[src/rtl/core/erc_pkg.sv]
// Shared types and constants for the EtherCAT reply checker.
// No dependencies; used by every file under rtl/core.
`default_nettype none

package erc_pkg;

	// configuration port
	localparam int CFG_IDX_W  = 2;
	localparam int CFG_DATA_W = 11;
	localparam logic [CFG_IDX_W-1:0] REG_COMMAND = 2'd0;
	localparam logic [CFG_IDX_W-1:0] REG_INDEX   = 2'd1;
	localparam logic [CFG_IDX_W-1:0] REG_LENGTH  = 2'd2;

	localparam int LEN_W = 11;

	// frame layout
	localparam logic [7:0] ETHERTYPE_HI = 8'h88;
	localparam logic [7:0] ETHERTYPE_LO = 8'hA4;
	localparam int POS_ETHERTYPE = 12;
	localparam int POS_COMMAND   = 16;
	localparam int POS_INDEX     = 17;
	localparam int POS_LENGTH    = 22;
	localparam int POS_DATA      = 26;

	// status codes
	localparam logic [2:0] ST_VALID     = 3'd0;
	localparam logic [2:0] ST_SHORT     = 3'd1;
	localparam logic [2:0] ST_ETHERTYPE = 3'd2;
	localparam logic [2:0] ST_IDENT     = 3'd3;
	localparam logic [2:0] ST_LENGTH    = 3'd4;
	localparam logic [2:0] ST_ZERO_WKC  = 3'd5;

	// result kinds
	localparam logic KIND_DATA   = 1'b0;
	localparam logic KIND_STATUS = 1'b1;

	// defaults for top-level parameters
	localparam int MAX_FRAME_BYTES_DEF = 4095;
	localparam int QUEUE_DEPTH_DEF     = 4;

	// one queue entry: the results caused by one received byte
	typedef struct packed {
		logic        has_data;
		logic [7:0]  data_byte;
		logic        has_status;
		logic [2:0]  status;
		logic [15:0] work_count;
	} erc_entry_t;

endpackage

`default_nettype wire

[src/rtl/core/erc_front.sv]
// Front end of the EtherCAT reply checker: configuration registers, byte
// position tracking, header checks and counter capture. Uses erc_pkg.
`default_nettype none

module erc_front #(
	parameter int MAX_FRAME_BYTES = erc_pkg::MAX_FRAME_BYTES_DEF
) (
	input  wire logic                            clk,
	input  wire logic                            arst_n,
	input  wire logic                            cfg_wr_en,
	input  wire logic [erc_pkg::CFG_IDX_W-1:0]   cfg_index,
	input  wire logic [erc_pkg::CFG_DATA_W-1:0]  cfg_data,
	input  wire logic                            in_valid,
	output logic                                 in_ready,
	input  wire logic [7:0]                      rx_byte,
	input  wire logic                            frame_end,
	input  wire logic                            q_full,
	output logic                                 q_push,
	output erc_pkg::erc_entry_t                  q_entry
);

	localparam int PosW = $clog2(MAX_FRAME_BYTES + 1);
	localparam int CmpW = ((PosW > 12) ? PosW : 12) + 1;

	logic [7:0]                exp_cmd_q;
	logic [7:0]                exp_idx_q;
	logic [erc_pkg::LEN_W-1:0] exp_len_q;

	logic [PosW-1:0] pos_q;
	logic            eth_bad_q;
	logic            ident_bad_q;
	logic            len_bad_q;
	logic [7:0]      held_q;
	logic [15:0]     wkc_q;
	logic            wkc_seen_q;

	logic                      accept;
	logic [CmpW-1:0]           p_c;
	logic [CmpW-1:0]           wkc_pos_c;
	logic                      in_range;
	logic [erc_pkg::LEN_W-1:0] len_word;
	logic                      eth_bad_n;
	logic                      ident_bad_n;
	logic                      len_bad_n;
	logic [7:0]                held_n;
	logic [15:0]               wkc_n;
	logic                      wkc_seen_n;
	logic                      is_data;
	logic [2:0]                status_c;

	// configuration writes
	always_ff @(posedge clk or negedge arst_n) begin
		if (!arst_n) begin
			exp_cmd_q <= '0;
			exp_idx_q <= '0;
			exp_len_q <= '0;
		end else if (cfg_wr_en) begin
			unique case (cfg_index)
				erc_pkg::REG_COMMAND: exp_cmd_q <= cfg_data[7:0];
				erc_pkg::REG_INDEX:   exp_idx_q <= cfg_data[7:0];
				erc_pkg::REG_LENGTH:  exp_len_q <= cfg_data[erc_pkg::LEN_W-1:0];
				default: ;
			endcase
		end
	end

	assign in_ready = !q_full;
	assign accept   = in_valid && in_ready;

	assign p_c       = CmpW'(pos_q);
	assign wkc_pos_c = CmpW'(erc_pkg::POS_DATA) + CmpW'(exp_len_q);
	assign in_range  = p_c < CmpW'(MAX_FRAME_BYTES);
	assign len_word  = {rx_byte[2:0], held_q};

	always_comb begin
		eth_bad_n   = eth_bad_q;
		ident_bad_n = ident_bad_q;
		len_bad_n   = len_bad_q;
		held_n      = held_q;
		wkc_n       = wkc_q;
		wkc_seen_n  = wkc_seen_q;
		is_data     = 1'b0;
		if (in_range) begin
			if (p_c == CmpW'(erc_pkg::POS_ETHERTYPE) && rx_byte != erc_pkg::ETHERTYPE_HI)
				eth_bad_n = 1'b1;
			if (p_c == CmpW'(erc_pkg::POS_ETHERTYPE + 1) && rx_byte != erc_pkg::ETHERTYPE_LO)
				eth_bad_n = 1'b1;
			if (p_c == CmpW'(erc_pkg::POS_COMMAND) && rx_byte != exp_cmd_q)
				ident_bad_n = 1'b1;
			if (p_c == CmpW'(erc_pkg::POS_INDEX) && rx_byte != exp_idx_q)
				ident_bad_n = 1'b1;
			if (p_c == CmpW'(erc_pkg::POS_LENGTH + 1) && len_word != exp_len_q)
				len_bad_n = 1'b1;
			if (p_c == CmpW'(erc_pkg::POS_LENGTH) || p_c == wkc_pos_c)
				held_n = rx_byte;
			// header flags only change below the data start, so the held flags apply
			is_data = (p_c >= CmpW'(erc_pkg::POS_DATA)) && (p_c < wkc_pos_c) &&
				!eth_bad_q && !ident_bad_q && !len_bad_q;
			if (p_c == wkc_pos_c + CmpW'(1)) begin
				wkc_n      = {rx_byte, held_q};
				wkc_seen_n = 1'b1;
			end
		end
	end

	always_comb begin
		if (!wkc_seen_n)
			status_c = erc_pkg::ST_SHORT;
		else if (eth_bad_n)
			status_c = erc_pkg::ST_ETHERTYPE;
		else if (ident_bad_n)
			status_c = erc_pkg::ST_IDENT;
		else if (len_bad_n)
			status_c = erc_pkg::ST_LENGTH;
		else if (wkc_n == 16'd0)
			status_c = erc_pkg::ST_ZERO_WKC;
		else
			status_c = erc_pkg::ST_VALID;
	end

	// frame state; clear after the final byte
	always_ff @(posedge clk or negedge arst_n) begin
		if (!arst_n) begin
			pos_q       <= '0;
			eth_bad_q   <= 1'b0;
			ident_bad_q <= 1'b0;
			len_bad_q   <= 1'b0;
			held_q      <= '0;
			wkc_q       <= '0;
			wkc_seen_q  <= 1'b0;
		end else if (accept) begin
			if (frame_end) begin
				pos_q       <= '0;
				eth_bad_q   <= 1'b0;
				ident_bad_q <= 1'b0;
				len_bad_q   <= 1'b0;
				held_q      <= '0;
				wkc_q       <= '0;
				wkc_seen_q  <= 1'b0;
			end else begin
				if (in_range)
					pos_q <= pos_q + PosW'(1);
				eth_bad_q   <= eth_bad_n;
				ident_bad_q <= ident_bad_n;
				len_bad_q   <= len_bad_n;
				held_q      <= held_n;
				wkc_q       <= wkc_n;
				wkc_seen_q  <= wkc_seen_n;
			end
		end
	end

	// push only bytes that cause a result
	assign q_push = accept && (is_data || frame_end);

	always_comb begin
		q_entry            = '0;
		q_entry.has_data   = is_data;
		q_entry.data_byte  = is_data ? rx_byte : 8'd0;
		q_entry.has_status = frame_end;
		q_entry.status     = frame_end ? status_c : 3'd0;
		q_entry.work_count = frame_end ? wkc_n : 16'd0;
	end

endmodule

`default_nettype wire

[config.mk]
export PLATFORM = sky130hd
export DESIGN_NAME = erc_front
export DESIGN_NICKNAME = d
export VERILOG_FILES = /design/src/rtl/core/erc_pkg.sv /design/src/rtl/core/erc_front.sv
export SDC_FILE = /design/constraint.sdc
export NUM_CORES = 1
export LEC_CHECK = 0
export BUFFER_PORTS_ARGS = -buffer_cell sky130_fd_sc_hd__buf_2
export CORE_ASPECT_RATIO = 1.4
export CORE_UTILIZATION = 60
export CTS_CLUSTER_SIZE = 40
export DETAILED_ROUTE_END_ITERATION = 16
export GPL_ROUTABILITY_DRIVEN = 1
export PLACE_DENSITY = 0.81
export SLEW_MARGIN = 20
export SYNTH_ARGS = -nofsm -noshare
export SYNTH_HDL_FRONTEND = slang
export SYNTH_SLANG_ARGS = --single-unit
[constraint.sdc]
create_clock -name clk -period 7.95 [get_ports clk]
set_input_delay 1.1925 -clock clk [delete_from_list [all_inputs] [get_ports clk]]
set_output_delay 1.1925 -clock clk [all_outputs]
set_load 0.02 [all_outputs]
==> impl_metrics.prom, run 1 <==
# TYPE chip_impl_metric gauge
chip_impl_metric{name="data_required_time_of_the_critical_path",unit="ns"} 6.76
chip_impl_metric{name="maxSlewViolCount",unit=""} 0
chip_impl_metric{name="finalClockSkew",unit="ns"} 0.0128
chip_impl_metric{name="syn_inst",unit=""} 526
chip_impl_metric{name="clkTransAtPathRegs",unit="ns"} 0.08
chip_impl_metric{name="final_worst_path_setup_slack",unit="ns"} 2.51
chip_impl_metric{name="drt_first_iter_violations",unit=""} 221
chip_impl_metric{name="synth-edff-count",unit=""} 0
chip_impl_metric{name="layout-area-overhead-vs-synth",unit="%"} 9.94
chip_impl_metric{name="power.ir.vdd_worst",unit="mV"} 0.169
chip_impl_metric{name="placedCellCount",unit=""} 648
chip_impl_metric{name="grt_use_met3",unit="%"} 6.84
chip_impl_info{name="start_kind",value="flip-flop"} 1
chip_impl_info{name="grt_setup_unrepaired",value="no"} 1
chip_impl_info{name="yosys_most_used_dff",value="sky130_fd_sc_hd__dfrtp_1"} 1
chip_impl_info{name="worst_setup_path_end_kind",value="output port"} 1
chip_impl_metric{name="syn_avg_cell_area",unit="um^2"} 9.22
chip_impl_metric{name="drc_violations_left",unit=""} 0
chip_impl_info{name="cts_root_buffer",value="sky130_fd_sc_hd__clkbuf_8"} 1
chip_impl_metric{name="worst_slew_pin_slew",unit="ns"} 1.04
chip_impl_info{name="yosys.cell_count.top_type",value="sky130_fd_sc_hd__dfrtp_1"} 1
chip_impl_metric{name="h-tree-depth",unit=""} 3
chip_impl_info{name="synth_area_leader",value="sky130_fd_sc_hd__dfrtp_1"} 1
chip_impl_info{name="synth_common_cells",value="67 x sky130_fd_sc_hd__dfrtp_1, 63 x sky130_fd_sc_hd__nand2_1, 28 x sky130_fd_sc_hd__mux2_2, 28 x sky130_fd_sc_hd__xor2_1"} 1
chip_impl_metric{name="cts_buffer_depth",unit=""} 2
chip_impl_metric{name="post-place-ws",unit="ns"} 2.94
chip_impl_metric{name="max-cap-violations",unit=""} 0
chip_impl_metric{name="holdBufCountCts",unit=""} 0
chip_impl_metric{name="detailedRoute.firstPassIterationCount",unit=""} 7
chip_impl_metric{name="rows",unit=""} 38
chip_impl_metric{name="fin_crit_sh",unit="%"} 68.4
chip_impl_metric{name="first_pass_grt_wire_length",unit="mm"} 20.9
chip_impl_metric{name="critical_path.max_fanout",unit=""} 27
chip_impl_metric{name="utilization",unit="%"} 68.3
chip_impl_metric{name="post-dp-hpwl",unit="mm"} 8.70
chip_impl_metric{name="postSynthNetCount",unit=""} 572
chip_impl_metric{name="die_h",unit="um"} 108
chip_impl_info{name="worst_path_max_delay_cell",value="sky130_fd_sc_hd__dfrtp_1"} 1
chip_impl_metric{name="post_cts_setup_inserts",unit=""} 0
chip_impl_info{name="cts_tree",value="done"} 1
chip_impl_metric{name="synth.ff_latch_count",unit=""} 67
chip_impl_metric{name="power_per_cell_area",unit="nW/um^2"} 218
chip_impl_metric{name="grtUsageMet2",unit="%"} 53.5
chip_impl_metric{name="fillers",unit=""} 661
chip_impl_info{name="grt_most_used_layer",value="met2"} 1
chip_impl_metric{name="max_clock_freq",unit="MHz"} 184
chip_impl_metric{name="drt_wl_total",unit="mm"} 12.2
chip_impl_metric{name="clock_insertion_delay_worst_skew",unit="ns"} 0.36
chip_impl_metric{name="vias_per_cell",unit=""} 6.31
chip_impl_info{name="netlist_top_cells_area",value="sky130_fd_sc_hd__dfrtp_1 35%, sky130_fd_sc_hd__mux2_2 6.5%, sky130_fd_sc_hd__xor2_1 5.1%"} 1
chip_impl_metric{name="setup-tns-final",unit="ns"} 0
chip_impl_metric{name="wl_per_cell",unit="um"} 18.3
chip_impl_metric{name="setup_viol_count_final",unit=""} 0
chip_impl_metric{name="fp.dieW",unit="um"} 78.0
chip_impl_metric{name="postPlaceCellArea",unit="um^2"} 5110
chip_impl_metric{name="yosys_warnings",unit=""} 0
chip_impl_metric{name="gp_congestion",unit=""} 0.851
chip_impl_metric{name="ys_async_sr_fraction",unit="%"} 100
chip_impl_metric{name="global_route.overflow_total",unit=""} 0
chip_impl_metric{name="cp.buffers_inverters",unit=""} 2
chip_impl_metric{name="core_area",unit="um^2"} 7800
chip_impl_metric{name="slew_headroom",unit="%"} 30.5
chip_impl_metric{name="cts_buffers",unit=""} 9
chip_impl_metric{name="crit_path_largest_cell_delay",unit="ns"} 0.53
chip_impl_metric{name="initial_core_util",unit="%"} 62.2
chip_impl_metric{name="drive_gt1_share",unit="%"} 20.6
chip_impl_metric{name="ctsResizeCount",unit=""} 0
chip_impl_metric{name="cp_data_arrival_time",unit="ns"} 4.25
chip_impl_metric{name="synth-seq-area-share",unit="%"} 34.6
chip_impl_metric{name="final_nets",unit=""} 605
chip_impl_info{name="crit_path_cell_trace",value="ha_1 -> nor3_4 -> mux2i_1 -> a32oi_1 -> o311ai_1 -> nand3_1 -> a2111oi_4 -> buf_4 -> mux2_4 -> nor3b_1 -> a211o_1 -> buf_2"} 1
chip_impl_metric{name="synthesis.area",unit="um^2"} 4850
chip_impl_metric{name="layout.cells.non_filler",unit=""} 664
chip_impl_metric{name="postLayoutCellArea",unit="um^2"} 5330
chip_impl_metric{name="placement.io_buffers",unit=""} 57
chip_impl_metric{name="via_count",unit=""} 4187
chip_impl_metric{name="design.portCount",unit=""} 58
chip_impl_metric{name="synthDistinctLibCells",unit=""} 63
chip_impl_metric{name="n_antenna_cell",unit=""} 0
chip_impl_info{name="path_delay_family",value="compound AO/OA/AOI/OAI gates"} 1
chip_impl_metric{name="first_global_vias",unit=""} 4202
chip_impl_metric{name="min_period",unit="ns"} 5.44
chip_impl_metric{name="grtUsageMet1",unit="%"} 38.1
chip_impl_metric{name="cts.sinks",unit=""} 67
chip_impl_metric{name="groute.usage.overall",unit="%"} 32.1
chip_impl_info{name="worst-setup-path-type",value="reg2out"} 1
chip_impl_metric{name="fin_hold_viols",unit=""} 0
chip_impl_metric{name="yosysTopAreaCellShare",unit="%"} 34.6
chip_impl_metric{name="pleak",unit="uW"} 0.00242
chip_impl_metric{name="die_area",unit="um^2"} 8450
chip_impl_info{name="run_status",value="finished, final reports clean"} 1
chip_impl_metric{name="antenna_violating_nets_post_route",unit=""} 0
chip_impl_info{name="min-delay-path-class",value="reg2reg"} 1
chip_impl_metric{name="number_of_antenna_violations_at_the_first_check_in_global_routing",unit=""} 0
chip_impl_metric{name="grt_start_max_net_pins",unit=""} 68
==> placed cells by master (no fill, tap or decap), drive strengths merged, types with 3 or more instances in the layout <==
| cell | Yosys | routed |
|---|---|---|
| nand4b | 3 | 3 |
| a21oi | 9 | 9 |
| xor2 | 28 | 28 |
| nor2b | 4 | 4 |
| a2bb2oi | 8 | 8 |
| o211ai | 3 | 3 |
| o311ai | 3 | 3 |
| nor4 | 11 | 11 |
| ha | 19 | 19 |
| o41ai | 9 | 9 |
| nor2 | 21 | 21 |
| xnor3 | 4 | 4 |
| mux2 | 29 | 29 |
| nand4 | 12 | 12 |
| buf | 13 | 61 |
| nand2 | 64 | 64 |
| clkbuf | 26 | 10 |
| a31oi | 4 | 4 |
| o21ai | 33 | 33 |
| a21boi | 25 | 25 |
| and3 | 4 | 4 |
| nor3 | 8 | 8 |
| nor3b | 7 | 7 |
| o21a | 6 | 6 |
| and4 | 3 | 3 |
| xnor2 | 26 | 26 |
| and2 | 11 | 11 |
| a211oi | 3 | 3 |
| inv | 15 | 17 |
| dfrtp | 67 | 67 |
| nand2b | 3 | 3 |
| nand3 | 17 | 17 |
| or4 | 4 | 4 |
| or3 | 3 | 3 |
==> through the flow <==
stage / hold WS [ns] / total power (uW)
2_1_floorplan: 0.488 / 757
4_1_cts: 0.535 / 1160
3_5_place_dp: 0.516 / 854
6_report: 0.529 / 1160
3_3_place_gp: 0.509 / 837
5_1_grt: 0.548 / 1230
==> logic make-up (layout without fill, tap and decap cells) <==
group / Yosys count / after routing / synth area share, %
and+or+nand+nor: 181 / 181 / 19.7
AOI/OAI and AO/OA: 117 / 117 / 17.4
DFF: 67 / 67 / 34.6
xor gates and xnor gates: 58 / 58 / 11.6
buffers and inverters: 54 / 92 / 4.75
muxes: 30 / 30 / 7.02
adders and majority gates: 19 / 19 / 4.90
==> path summary, 6_finish.rpt <==
| check | start | endpoint | slack [ns] | cells past startpoint |
|---|---|---|---|---|
| hold reg to reg | exp_idx_q[4] | exp_idx_q[4] | 0.53 | 1 |
| min in group asynchronous | arst_n | exp_len_q[10] | 1.01 | 2 |
| hold / removal | exp_idx_q[4] | exp_idx_q[4] | 0.53 | 1 |
| setup / recovery | exp_len_q[1] | q_entry[16] | 2.51 | 12 |
| setup reg to reg | exp_len_q[1] | wkc_q[3] | 4.09 | 11 |
| max in group asynchronous | arst_n | pos_q[9] | 6.36 | 2 |
==> cell type report <==
cell class / instances / area (um^2) / share of cell area, %
clock buffer: 10 / 138 / 2.58
tap: 100 / 125 / 2.35
multi-input combinational: 405 / 2950 / 55.3
clock inverter: 6 / 72.6 / 1.36
inverter: 15 / 56.3 / 1.06
timing repair buffer: 61 / 315 / 5.92
sequential: 67 / 1680 / 31.5
==> report_power, final <==
group | leakage (uW) | switching [uW] | internal, uW
combinational | 0.00149 | 196 | 167
sequential | 0.000823 | 91.4 | 400
clock | 0.000103 | 149 | 157
==> layer usage <==
layer	vias up	part of all wire, %
met4	0	4.1
li1	1954	-
met3	40	5.8
met5	-	0
met2	164	50
met1	2029	40
==> worst reg2reg max path, delay by kind of cell (launching register included) <==
family          cells  cell delay [ns]
flops               1             0.59
buf+inv             1             0.13
simple gates        4             1.55
compound gates      4             0.95
fa+ha+maj           1             0.35
xor+xnor            1             0.15
==> registers in the layout (all words and copies together) (netlist names) <==
name,count
ident_bad_q,1
exp_len_q,11
held_q,8
exp_idx_q,8
wkc_q,16
eth_bad_q,1
len_bad_q,1
exp_cmd_q,8
pos_q,12
wkc_seen_q,1
No activity file was read; power rests on OpenSTA's default activity.
==> run 2, diff against run 1 <==
--- a/config.mk
+++ b/config.mk
@@ -7,11 +7,11 @@
 export LEC_CHECK = 0
 export BUFFER_PORTS_ARGS = -buffer_cell sky130_fd_sc_hd__buf_2
 export CORE_ASPECT_RATIO = 1.4
-export CORE_UTILIZATION = 60
+export CORE_UTILIZATION = 54
 export CTS_CLUSTER_SIZE = 40
 export DETAILED_ROUTE_END_ITERATION = 16
 export GPL_ROUTABILITY_DRIVEN = 1
-export PLACE_DENSITY = 0.81
+export PLACE_DENSITY = 0.77
 export SLEW_MARGIN = 20
 export SYNTH_ARGS = -nofsm -noshare
 export SYNTH_HDL_FRONTEND = slang
==> constraint.sdc (replaced) <==
create_clock -name clk -period 4.5 [get_ports clk]
set_input_delay 0.675 -clock clk [delete_from_list [all_inputs] [get_ports clk]]
set_output_delay 0.675 -clock clk [all_outputs]
set_load 0.02 [all_outputs]
==> run 2 against run 1 <==
  * Design area grew 4.6%
  * Largest cell class unchanged
  * Largest power group unchanged
  * Critical endpoint unchanged
  * Highest routed layer unchanged
  * Critical path depth is 1 higher
  * Non-clock buffer count increased by 9
  * Clock power rose to 2.5 times the previous value
  * Sequential power is 76% higher
  * Cell count increased by 2.1%
  * Clock-buffer cell count unchanged
  * Die area rose by 11%
==> impl_metrics.prom, run 2 (same netlist as run 1, synthesis figures left out) <==
# TYPE chip_impl_metric gauge
chip_impl_metric{name="setup_viol_count_final",unit=""} 0
chip_impl_info{name="timing.rr.start",value="exp_len_q[2]"} 1
chip_impl_metric{name="utilization",unit="%"} 64.4
chip_impl_metric{name="power_frac_comb",unit="%"} 29.3
chip_impl_metric{name="vias_per_cell",unit=""} 6.23
chip_impl_metric{name="worst_slew_pin_slew",unit="ns"} 1.02
chip_impl_metric{name="die_area",unit="um^2"} 9360
chip_impl_metric{name="p_sw",unit="uW"} 806
chip_impl_metric{name="cts_buffer_depth",unit=""} 2
chip_impl_metric{name="power.ir.vdd_worst",unit="mV"} 0.363
chip_impl_metric{name="cts.sinks",unit=""} 67
chip_impl_metric{name="power.clock.fraction",unit="%"} 33.4
chip_impl_metric{name="data_required_time_of_the_critical_path",unit="ns"} 3.83
chip_impl_metric{name="finalClockSkew",unit="ns"} 0.00579
chip_impl_info{name="run_status",value="finished, final reports clean"} 1
chip_impl_metric{name="design.portCount",unit=""} 58
chip_impl_metric{name="drt_first_iter_violations",unit=""} 208
chip_impl_metric{name="placement.io_buffers",unit=""} 57
chip_impl_metric{name="crit_path_largest_cell_delay",unit="ns"} 0.55
chip_impl_metric{name="via_count",unit=""} 4227
chip_impl_metric{name="detailedRoute.firstPassIterationCount",unit=""} 5
chip_impl_metric{name="drt_wl_total",unit="mm"} 12.7
chip_impl_metric{name="drc_violations_left",unit=""} 0
chip_impl_metric{name="number_of_antenna_violations_at_the_first_check_in_global_routing",unit=""} 0
chip_impl_metric{name="grt_start_max_net_pins",unit=""} 52
chip_impl_metric{name="antenna_violating_nets_post_route",unit=""} 0
chip_impl_metric{name="grtUsageMet2",unit="%"} 49.3
chip_impl_metric{name="p_sw_share",unit="%"} 34.6
chip_impl_metric{name="postLayoutCellArea",unit="um^2"} 5580
chip_impl_metric{name="first_pass_grt_wire_length",unit="mm"} 20.8
chip_impl_metric{name="rows",unit=""} 40
chip_impl_metric{name="final_nets",unit=""} 614
chip_impl_info{name="final_cell_mix",value="65 x sky130_fd_sc_hd__dfrtp_1, 63 x sky130_fd_sc_hd__nand2_1, 58 x sky130_fd_sc_hd__buf_2, 28 x sky130_fd_sc_hd__mux2_2, 27 x sky130_fd_sc_hd__xor2_1"} 1
chip_impl_metric{name="grtUsageMet1",unit="%"} 37.3
chip_impl_metric{name="max-cap-violations",unit=""} 0
chip_impl_info{name="worst_setup_path_end_kind",value="output port"} 1
chip_impl_info{name="cts_root_buffer",value="sky130_fd_sc_hd__clkbuf_16"} 1
chip_impl_metric{name="fp.dieW",unit="um"} 82.1
chip_impl_metric{name="first_global_vias",unit=""} 4096
chip_impl_metric{name="critical_path.max_fanout",unit=""} 6
chip_impl_metric{name="h-tree-depth",unit=""} 3
chip_impl_metric{name="cp_data_arrival_time",unit="ns"} 3.67
chip_impl_metric{name="postPlaceCellArea",unit="um^2"} 5150
chip_impl_metric{name="global_route.overflow_total",unit=""} 0
chip_impl_metric{name="clkTransAtPathRegs",unit="ns"} 0.06
chip_impl_metric{name="largest_reg_flops",unit=""} 16
chip_impl_metric{name="fin_crit_sh",unit="%"} 96.6
chip_impl_metric{name="groute.usage.overall",unit="%"} 29.6
chip_impl_info{name="critPathLaunch",value="exp_len_q[2]"} 1
chip_impl_metric{name="max_clock_freq",unit="MHz"} 230
chip_impl_info{name="worst-setup-path-type",value="reg2out"} 1
chip_impl_metric{name="clock_insertion_delay_worst_skew",unit="ns"} 0.34
chip_impl_metric{name="grt_use_met3",unit="%"} 4.86
chip_impl_metric{name="n_antenna_cell",unit=""} 0
chip_impl_metric{name="core_area",unit="um^2"} 8660
chip_impl_info{name="crit_path_cell_trace",value="buf_4 -> ha_1 -> nand2b_4 -> nor3_4 -> a21oi_2 -> xor2_1 -> or4_4 -> a2111oi_4 -> buf_4 -> mux2_4 -> nor3b_2 -> a211o_1 -> buf_2"} 1
chip_impl_info{name="start_kind",value="flip-flop"} 1
chip_impl_metric{name="min_period",unit="ns"} 4.35
chip_impl_info{name="grt_most_used_layer",value="met2"} 1
chip_impl_info{name="largest_regs",value="wkc_q x16, pos_q x12, exp_len_q x11"} 1
chip_impl_metric{name="die_h",unit="um"} 114
chip_impl_info{name="max_flop_register",value="wkc_q"} 1
chip_impl_info{name="final_common_cell",value="sky130_fd_sc_hd__dfrtp_1"} 1
chip_impl_metric{name="total_power",unit="uW"} 2330
chip_impl_metric{name="cts_buffers",unit=""} 9
chip_impl_info{name="path_common_cell",value="sky130_fd_sc_hd__buf_4"} 1
chip_impl_metric{name="pleak",unit="uW"} 0.00253
chip_impl_metric{name="drive_gt1_share",unit="%"} 23.7
chip_impl_metric{name="maxSlewViolCount",unit=""} 0
chip_impl_metric{name="wl_per_cell",unit="um"} 18.8
chip_impl_metric{name="cellInternalPower",unit="uW"} 1520
chip_impl_metric{name="post-dp-hpwl",unit="mm"} 9.07
chip_impl_info{name="cts_tree",value="done"} 1
chip_impl_info{name="worst_path_max_delay_cell",value="sky130_fd_sc_hd__or4_4"} 1
chip_impl_metric{name="holdBufCountCts",unit=""} 0
chip_impl_metric{name="initial_core_util",unit="%"} 56.0
chip_impl_metric{name="layout-area-overhead-vs-synth",unit="%"} 15.0
chip_impl_metric{name="p_seq_share",unit="%"} 37.3
chip_impl_metric{name="power_per_cell_area",unit="nW/um^2"} 418
chip_impl_metric{name="gp_congestion",unit=""} 0.886
chip_impl_info{name="min-delay-path-class",value="in2async"} 1
chip_impl_metric{name="fin_hold_viols",unit=""} 0
chip_impl_metric{name="slew_headroom",unit="%"} 31.2
-- run 2: cell types whose count changed in the layout (fill, tap and decap cells not counted), moves of 2 or more --
cell | before | now
sky130_fd_sc_hd__inv_6 | 2 | 0
sky130_fd_sc_hd__dfrtp_1 | 67 | 65
sky130_fd_sc_hd__dfrtp_2 | 0 | 2
sky130_fd_sc_hd__buf_4 | 4 | 11
sky130_fd_sc_hd__clkbuf_8 | 10 | 1
sky130_fd_sc_hd__clkbuf_16 | 0 | 9
-- run 2: through the flow --
step	hold slack (ns)	setup slack, ns	cells	TNS [ns]
after global routing	0.437	-0.00916	678	-0.00916
final	0.386	0.151	678	0
after CTS	0.409	0.0157	673	0
after floorplan	0.379	0.274	526	0
after global placement	0.509	0.395	657	0
after detailed placement	0.517	0.297	657	0
-- run 2: layout make-up --
type                       instances  area, um^2
inverter                          15        56.3
clock buffer                      10         239
fill                             691        3080
clock inverter                     6        88.8
timing repair buffer              70         384
tap                              105         131
sequential                        67        1680
multi-input combinational        405        3000
-- run 2: worst paths after layout --
check / cells after the start / slack (ns) / end
max: 13 / 0.15 / q_entry[16]
max in group asynchronous: 2 / 3.12 / exp_len_q[1]
min in group clk: 1 / 0.53 / exp_idx_q[2]
min: 1 / 0.39 / exp_idx_q[5]
max reg2reg: 13 / 1.04 / wkc_q[9]
min reg2reg: 1 / 0.53 / exp_idx_q[2]
-- run 2: metal layers --
layer | share of wire, % | up-vias
met5 | 0 | -
met4 | 2.7 | 0
met3 | 3.9 | 27
met2 | 52 | 134
met1 | 41 | 2097
li1 | - | 1969
-- run 2: critical path: cells and delay by family, from the launching register on --
kind / cells / cell delay, ns
AND/OR/NAND/NOR: 4 / 1.07
AO/OA/AOI/OAI: 3 / 0.50
flip-flops: 1 / 0.44
adder cells (fa/ha/maj): 1 / 0.32
XOR/XNOR: 1 / 0.17
buffers and inverters: 3 / 0.52
multiplexers: 1 / 0.32
-- run 2: repair_timing --
action | in CTS | in global routing
gates resized for setup | 3 | 12
gates cloned | 0 | 1
setup buffers | 0 | 4
pin swaps | 0 | 3
setup endpoints to repair | 17 | 27
-- run 2: power by group through the flow --
stage	combinational, uW	sequential (uW)	clock, uW
2_1_floorplan	546	791	0
3_3_place_gp	627	868	0
3_5_place_dp	651	873	0
4_1_cts	657	863	776
5_1_grt	759	885	803
6_report	683	868	777
==> run 3, diff against run 2 <==
--- a/config.mk
+++ b/config.mk
@@ -11,7 +11,7 @@
 export CTS_CLUSTER_SIZE = 40
 export DETAILED_ROUTE_END_ITERATION = 16
 export GPL_ROUTABILITY_DRIVEN = 1
-export PLACE_DENSITY = 0.77
+export PLACE_DENSITY_LB_ADDON = 0.15
 export SLEW_MARGIN = 20
 export SYNTH_ARGS = -nofsm -noshare
 export SYNTH_HDL_FRONTEND = slang
==> run 3 against run 2 <==
  * Largest power group unchanged
  * Clock skew rose by 0.0017 ns
  * Sequential share of layout area up 0.15 points
  * Maximum frequency fell by 0.76%
  * Critical path depth is the same
  * Critical endpoint unchanged
==> impl_metrics.prom, run 3 (same netlist as run 1, synthesis figures left out) <==
# TYPE chip_impl_metric gauge
chip_impl_info{name="run_status",value="finished, final reports clean"} 1
chip_impl_metric{name="fin_hold_viols",unit=""} 0
chip_impl_metric{name="n_antenna_cell",unit=""} 0
chip_impl_metric{name="setup_viol_count_final",unit=""} 0
chip_impl_metric{name="worst_slew_pin_slew",unit="ns"} 0.985
chip_impl_metric{name="cts_buffer_depth",unit=""} 2
chip_impl_info{name="final_cell_mix",value="64 x sky130_fd_sc_hd__dfrtp_1, 63 x sky130_fd_sc_hd__nand2_1, 58 x sky130_fd_sc_hd__buf_2, 28 x sky130_fd_sc_hd__mux2_2, 27 x sky130_fd_sc_hd__xor2_1"} 1
chip_impl_metric{name="max-cap-violations",unit=""} 0
chip_impl_metric{name="detailedRoute.firstPassIterationCount",unit=""} 4
chip_impl_metric{name="cts.sinks",unit=""} 67
chip_impl_metric{name="global_route.overflow_total",unit=""} 0
chip_impl_info{name="path_delay_family",value="simple AND/OR/NAND/NOR gates"} 1
chip_impl_metric{name="maxSlewViolCount",unit=""} 0
chip_impl_info{name="max_flop_register",value="wkc_q"} 1
chip_impl_metric{name="met2WireLength",unit="mm"} 6.09
chip_impl_metric{name="critical_path.max_fanout",unit=""} 6
chip_impl_metric{name="design.portCount",unit=""} 58
chip_impl_metric{name="cts_buffers",unit=""} 9
chip_impl_metric{name="antenna_violating_nets_post_route",unit=""} 0
chip_impl_metric{name="vias_per_cell",unit=""} 6.13
chip_impl_metric{name="largest_reg_flops",unit=""} 16
chip_impl_metric{name="rows",unit=""} 40
chip_impl_metric{name="wl_per_cell",unit="um"} 18.0
chip_impl_metric{name="drive_gt1_share",unit="%"} 23.5
chip_impl_metric{name="max_clock_freq",unit="MHz"} 228
chip_impl_info{name="worst_path_max_delay_cell",value="sky130_fd_sc_hd__or4_4"} 1
chip_impl_metric{name="layout-area-overhead-vs-synth",unit="%"} 14.5
chip_impl_metric{name="gp_congestion",unit=""} 0.816
chip_impl_info{name="crit_path_cell_trace",value="inv_1 -> ha_1 -> nand2b_2 -> nor3_2 -> a21oi_2 -> xor2_1 -> or4_4 -> a2111oi_4 -> buf_4 -> mux2_4 -> nor3b_1 -> a211o_1 -> buf_2"} 1
chip_impl_metric{name="setup-tns-final",unit="ns"} 0
chip_impl_metric{name="via_count",unit=""} 4144
chip_impl_metric{name="drc_violations_left",unit=""} 0
chip_impl_info{name="worst-setup-path-type",value="reg2out"} 1
chip_impl_metric{name="pleak",unit="uW"} 0.00250
chip_impl_metric{name="drt_wl_total",unit="mm"} 12.2
chip_impl_metric{name="slew_headroom",unit="%"} 33.9
chip_impl_metric{name="postPlaceCellArea",unit="um^2"} 5140
chip_impl_info{name="worst_setup_path_end_kind",value="output port"} 1
chip_impl_metric{name="die_area",unit="um^2"} 9360
chip_impl_metric{name="grt_start_max_net_pins",unit=""} 52
chip_impl_metric{name="h-tree-depth",unit=""} 3
chip_impl_metric{name="postLayoutCellArea",unit="um^2"} 5550
chip_impl_metric{name="crit_path_largest_cell_delay",unit="ns"} 0.55
chip_impl_info{name="top_layer_used",value="met4"} 1
chip_impl_metric{name="initial_core_util",unit="%"} 56.0
chip_impl_metric{name="die_h",unit="um"} 114
chip_impl_metric{name="first_global_vias",unit=""} 4038
chip_impl_metric{name="final_nets",unit=""} 612
chip_impl_info{name="largest_regs",value="wkc_q x16, pos_q x12, exp_len_q x11"} 1
chip_impl_metric{name="clkTransAtPathRegs",unit="ns"} 0.06
chip_impl_metric{name="met1Wirelength",unit="mm"} 5.21
chip_impl_metric{name="min_period",unit="ns"} 4.38
chip_impl_metric{name="drt_first_iter_violations",unit=""} 239
chip_impl_metric{name="fin_crit_sh",unit="%"} 97.4
chip_impl_info{name="start_kind",value="flip-flop"} 1
chip_impl_metric{name="post-dp-hpwl",unit="mm"} 8.79
chip_impl_metric{name="data_required_time_of_the_critical_path",unit="ns"} 3.83
chip_impl_metric{name="first_pass_grt_wire_length",unit="mm"} 20.1
chip_impl_metric{name="cp.buffers_inverters",unit=""} 3
chip_impl_metric{name="number_of_antenna_violations_at_the_first_check_in_global_routing",unit=""} 0
chip_impl_metric{name="groute.usage.overall",unit="%"} 28.6
chip_impl_info{name="min-delay-path-class",value="in2async"} 1
chip_impl_info{name="cts_root_buffer",value="sky130_fd_sc_hd__clkbuf_16"} 1
chip_impl_metric{name="fp.dieW",unit="um"} 82.1
chip_impl_metric{name="placement.io_buffers",unit=""} 57
chip_impl_info{name="final_common_cell",value="sky130_fd_sc_hd__dfrtp_1"} 1
chip_impl_metric{name="met3_length",unit="um"} 463
chip_impl_metric{name="clock_insertion_delay_worst_skew",unit="ns"} 0.34
chip_impl_metric{name="power_per_cell_area",unit="nW/um^2"} 406
chip_impl_info{name="cts_tree",value="done"} 1
chip_impl_metric{name="finalClockSkew",unit="ns"} 0.00747
chip_impl_metric{name="power.ir.vdd_worst",unit="mV"} 0.260
chip_impl_metric{name="core_area",unit="um^2"} 8660
chip_impl_metric{name="cp_data_arrival_time",unit="ns"} 3.71
-- run 3: final timing paths --
| kind | from | to | slack (ns) | cells past startpoint |
|---|---|---|---|---|
| max in group asynchronous | arst_n | wkc_q[6] | 3.11 | 2 |
| max | exp_len_q[1] | q_entry[16] | 0.12 | 13 |
| min reg2reg | exp_idx_q[7] | exp_idx_q[7] | 0.53 | 1 |
| max reg2reg | exp_len_q[1] | wkc_q[9] | 1.03 | 13 |
| min | arst_n | exp_len_q[8] | 0.44 | 1 |
| min in group clk | exp_idx_q[7] | exp_idx_q[7] | 0.53 | 1 |
-- run 3: timing repair --
| action | in CTS | in global routing |
|---|---|---|
| setup buffers | 0 | 3 |
| gates cloned | 0 | 1 |
| pin swaps | 0 | 2 |
| hold buffers | 0 | 0 |
| resized for setup | 2 | 12 |
| endpoints found under the setup margin | 6 | 28 |
-- run 3: layout make-up --
cell class | count | area [um^2]
tap | 105 | 131
inverter | 15 | 56.3
sequential | 67 | 1680
clock buffer | 9 | 225
timing repair buffer | 68 | 382
clock inverter | 7 | 75.1
fill | 740 | 3110
multi-input combinational | 405 | 3000
-- run 3: per-layer routing --
metal	GRT usage [%]	up-vias
li1	-	1967
met1	35.3	2023
met2	47.0	120
met3	5.42	34
met4	14.3	0
met5	0	-
-- run 3: metrics by stage --
stage                     utilization, %  instances  hold WS [ns]  worst slack [ns]  power, uW
after floorplan                        -        526         0.379             0.274       1340
after global placement              59.4        656         0.509             0.376       1490
after detailed placement            59.4        656         0.518             0.293       1520
after CTS                           62.9        672         0.488            0.0107       2230
after global routing                64.1        676         0.512           -0.0466       2390
final                               64.1        676         0.440             0.118       2250
-- run 3: worst reg2reg max path, stage by stage (launching register included) --
cell and delay, ns:
sky130_fd_sc_hd__dfrtp_2 0.44, sky130_fd_sc_hd__inv_1 0.09, sky130_fd_sc_hd__ha_1 0.33, sky130_fd_sc_hd__nand2b_2 0.23, sky130_fd_sc_hd__nor3_2 0.16, sky130_fd_sc_hd__a21oi_2 0.12, sky130_fd_sc_hd__xor2_1 0.17, sky130_fd_sc_hd__or4_4 0.55
sky130_fd_sc_hd__a2111oi_4 0.29, sky130_fd_sc_hd__buf_4 0.20, sky130_fd_sc_hd__buf_2 0.28, sky130_fd_sc_hd__nand2_2 0.21, sky130_fd_sc_hd__a2bb2oi_1 0.18, sky130_fd_sc_hd__o21ai_1 0.14
-- run 3: report_power, final --
part,internal (uW),switching [uW],total [uW]
Combinational,317,357,673
Sequential,710,160,870
Clock,431,280,712
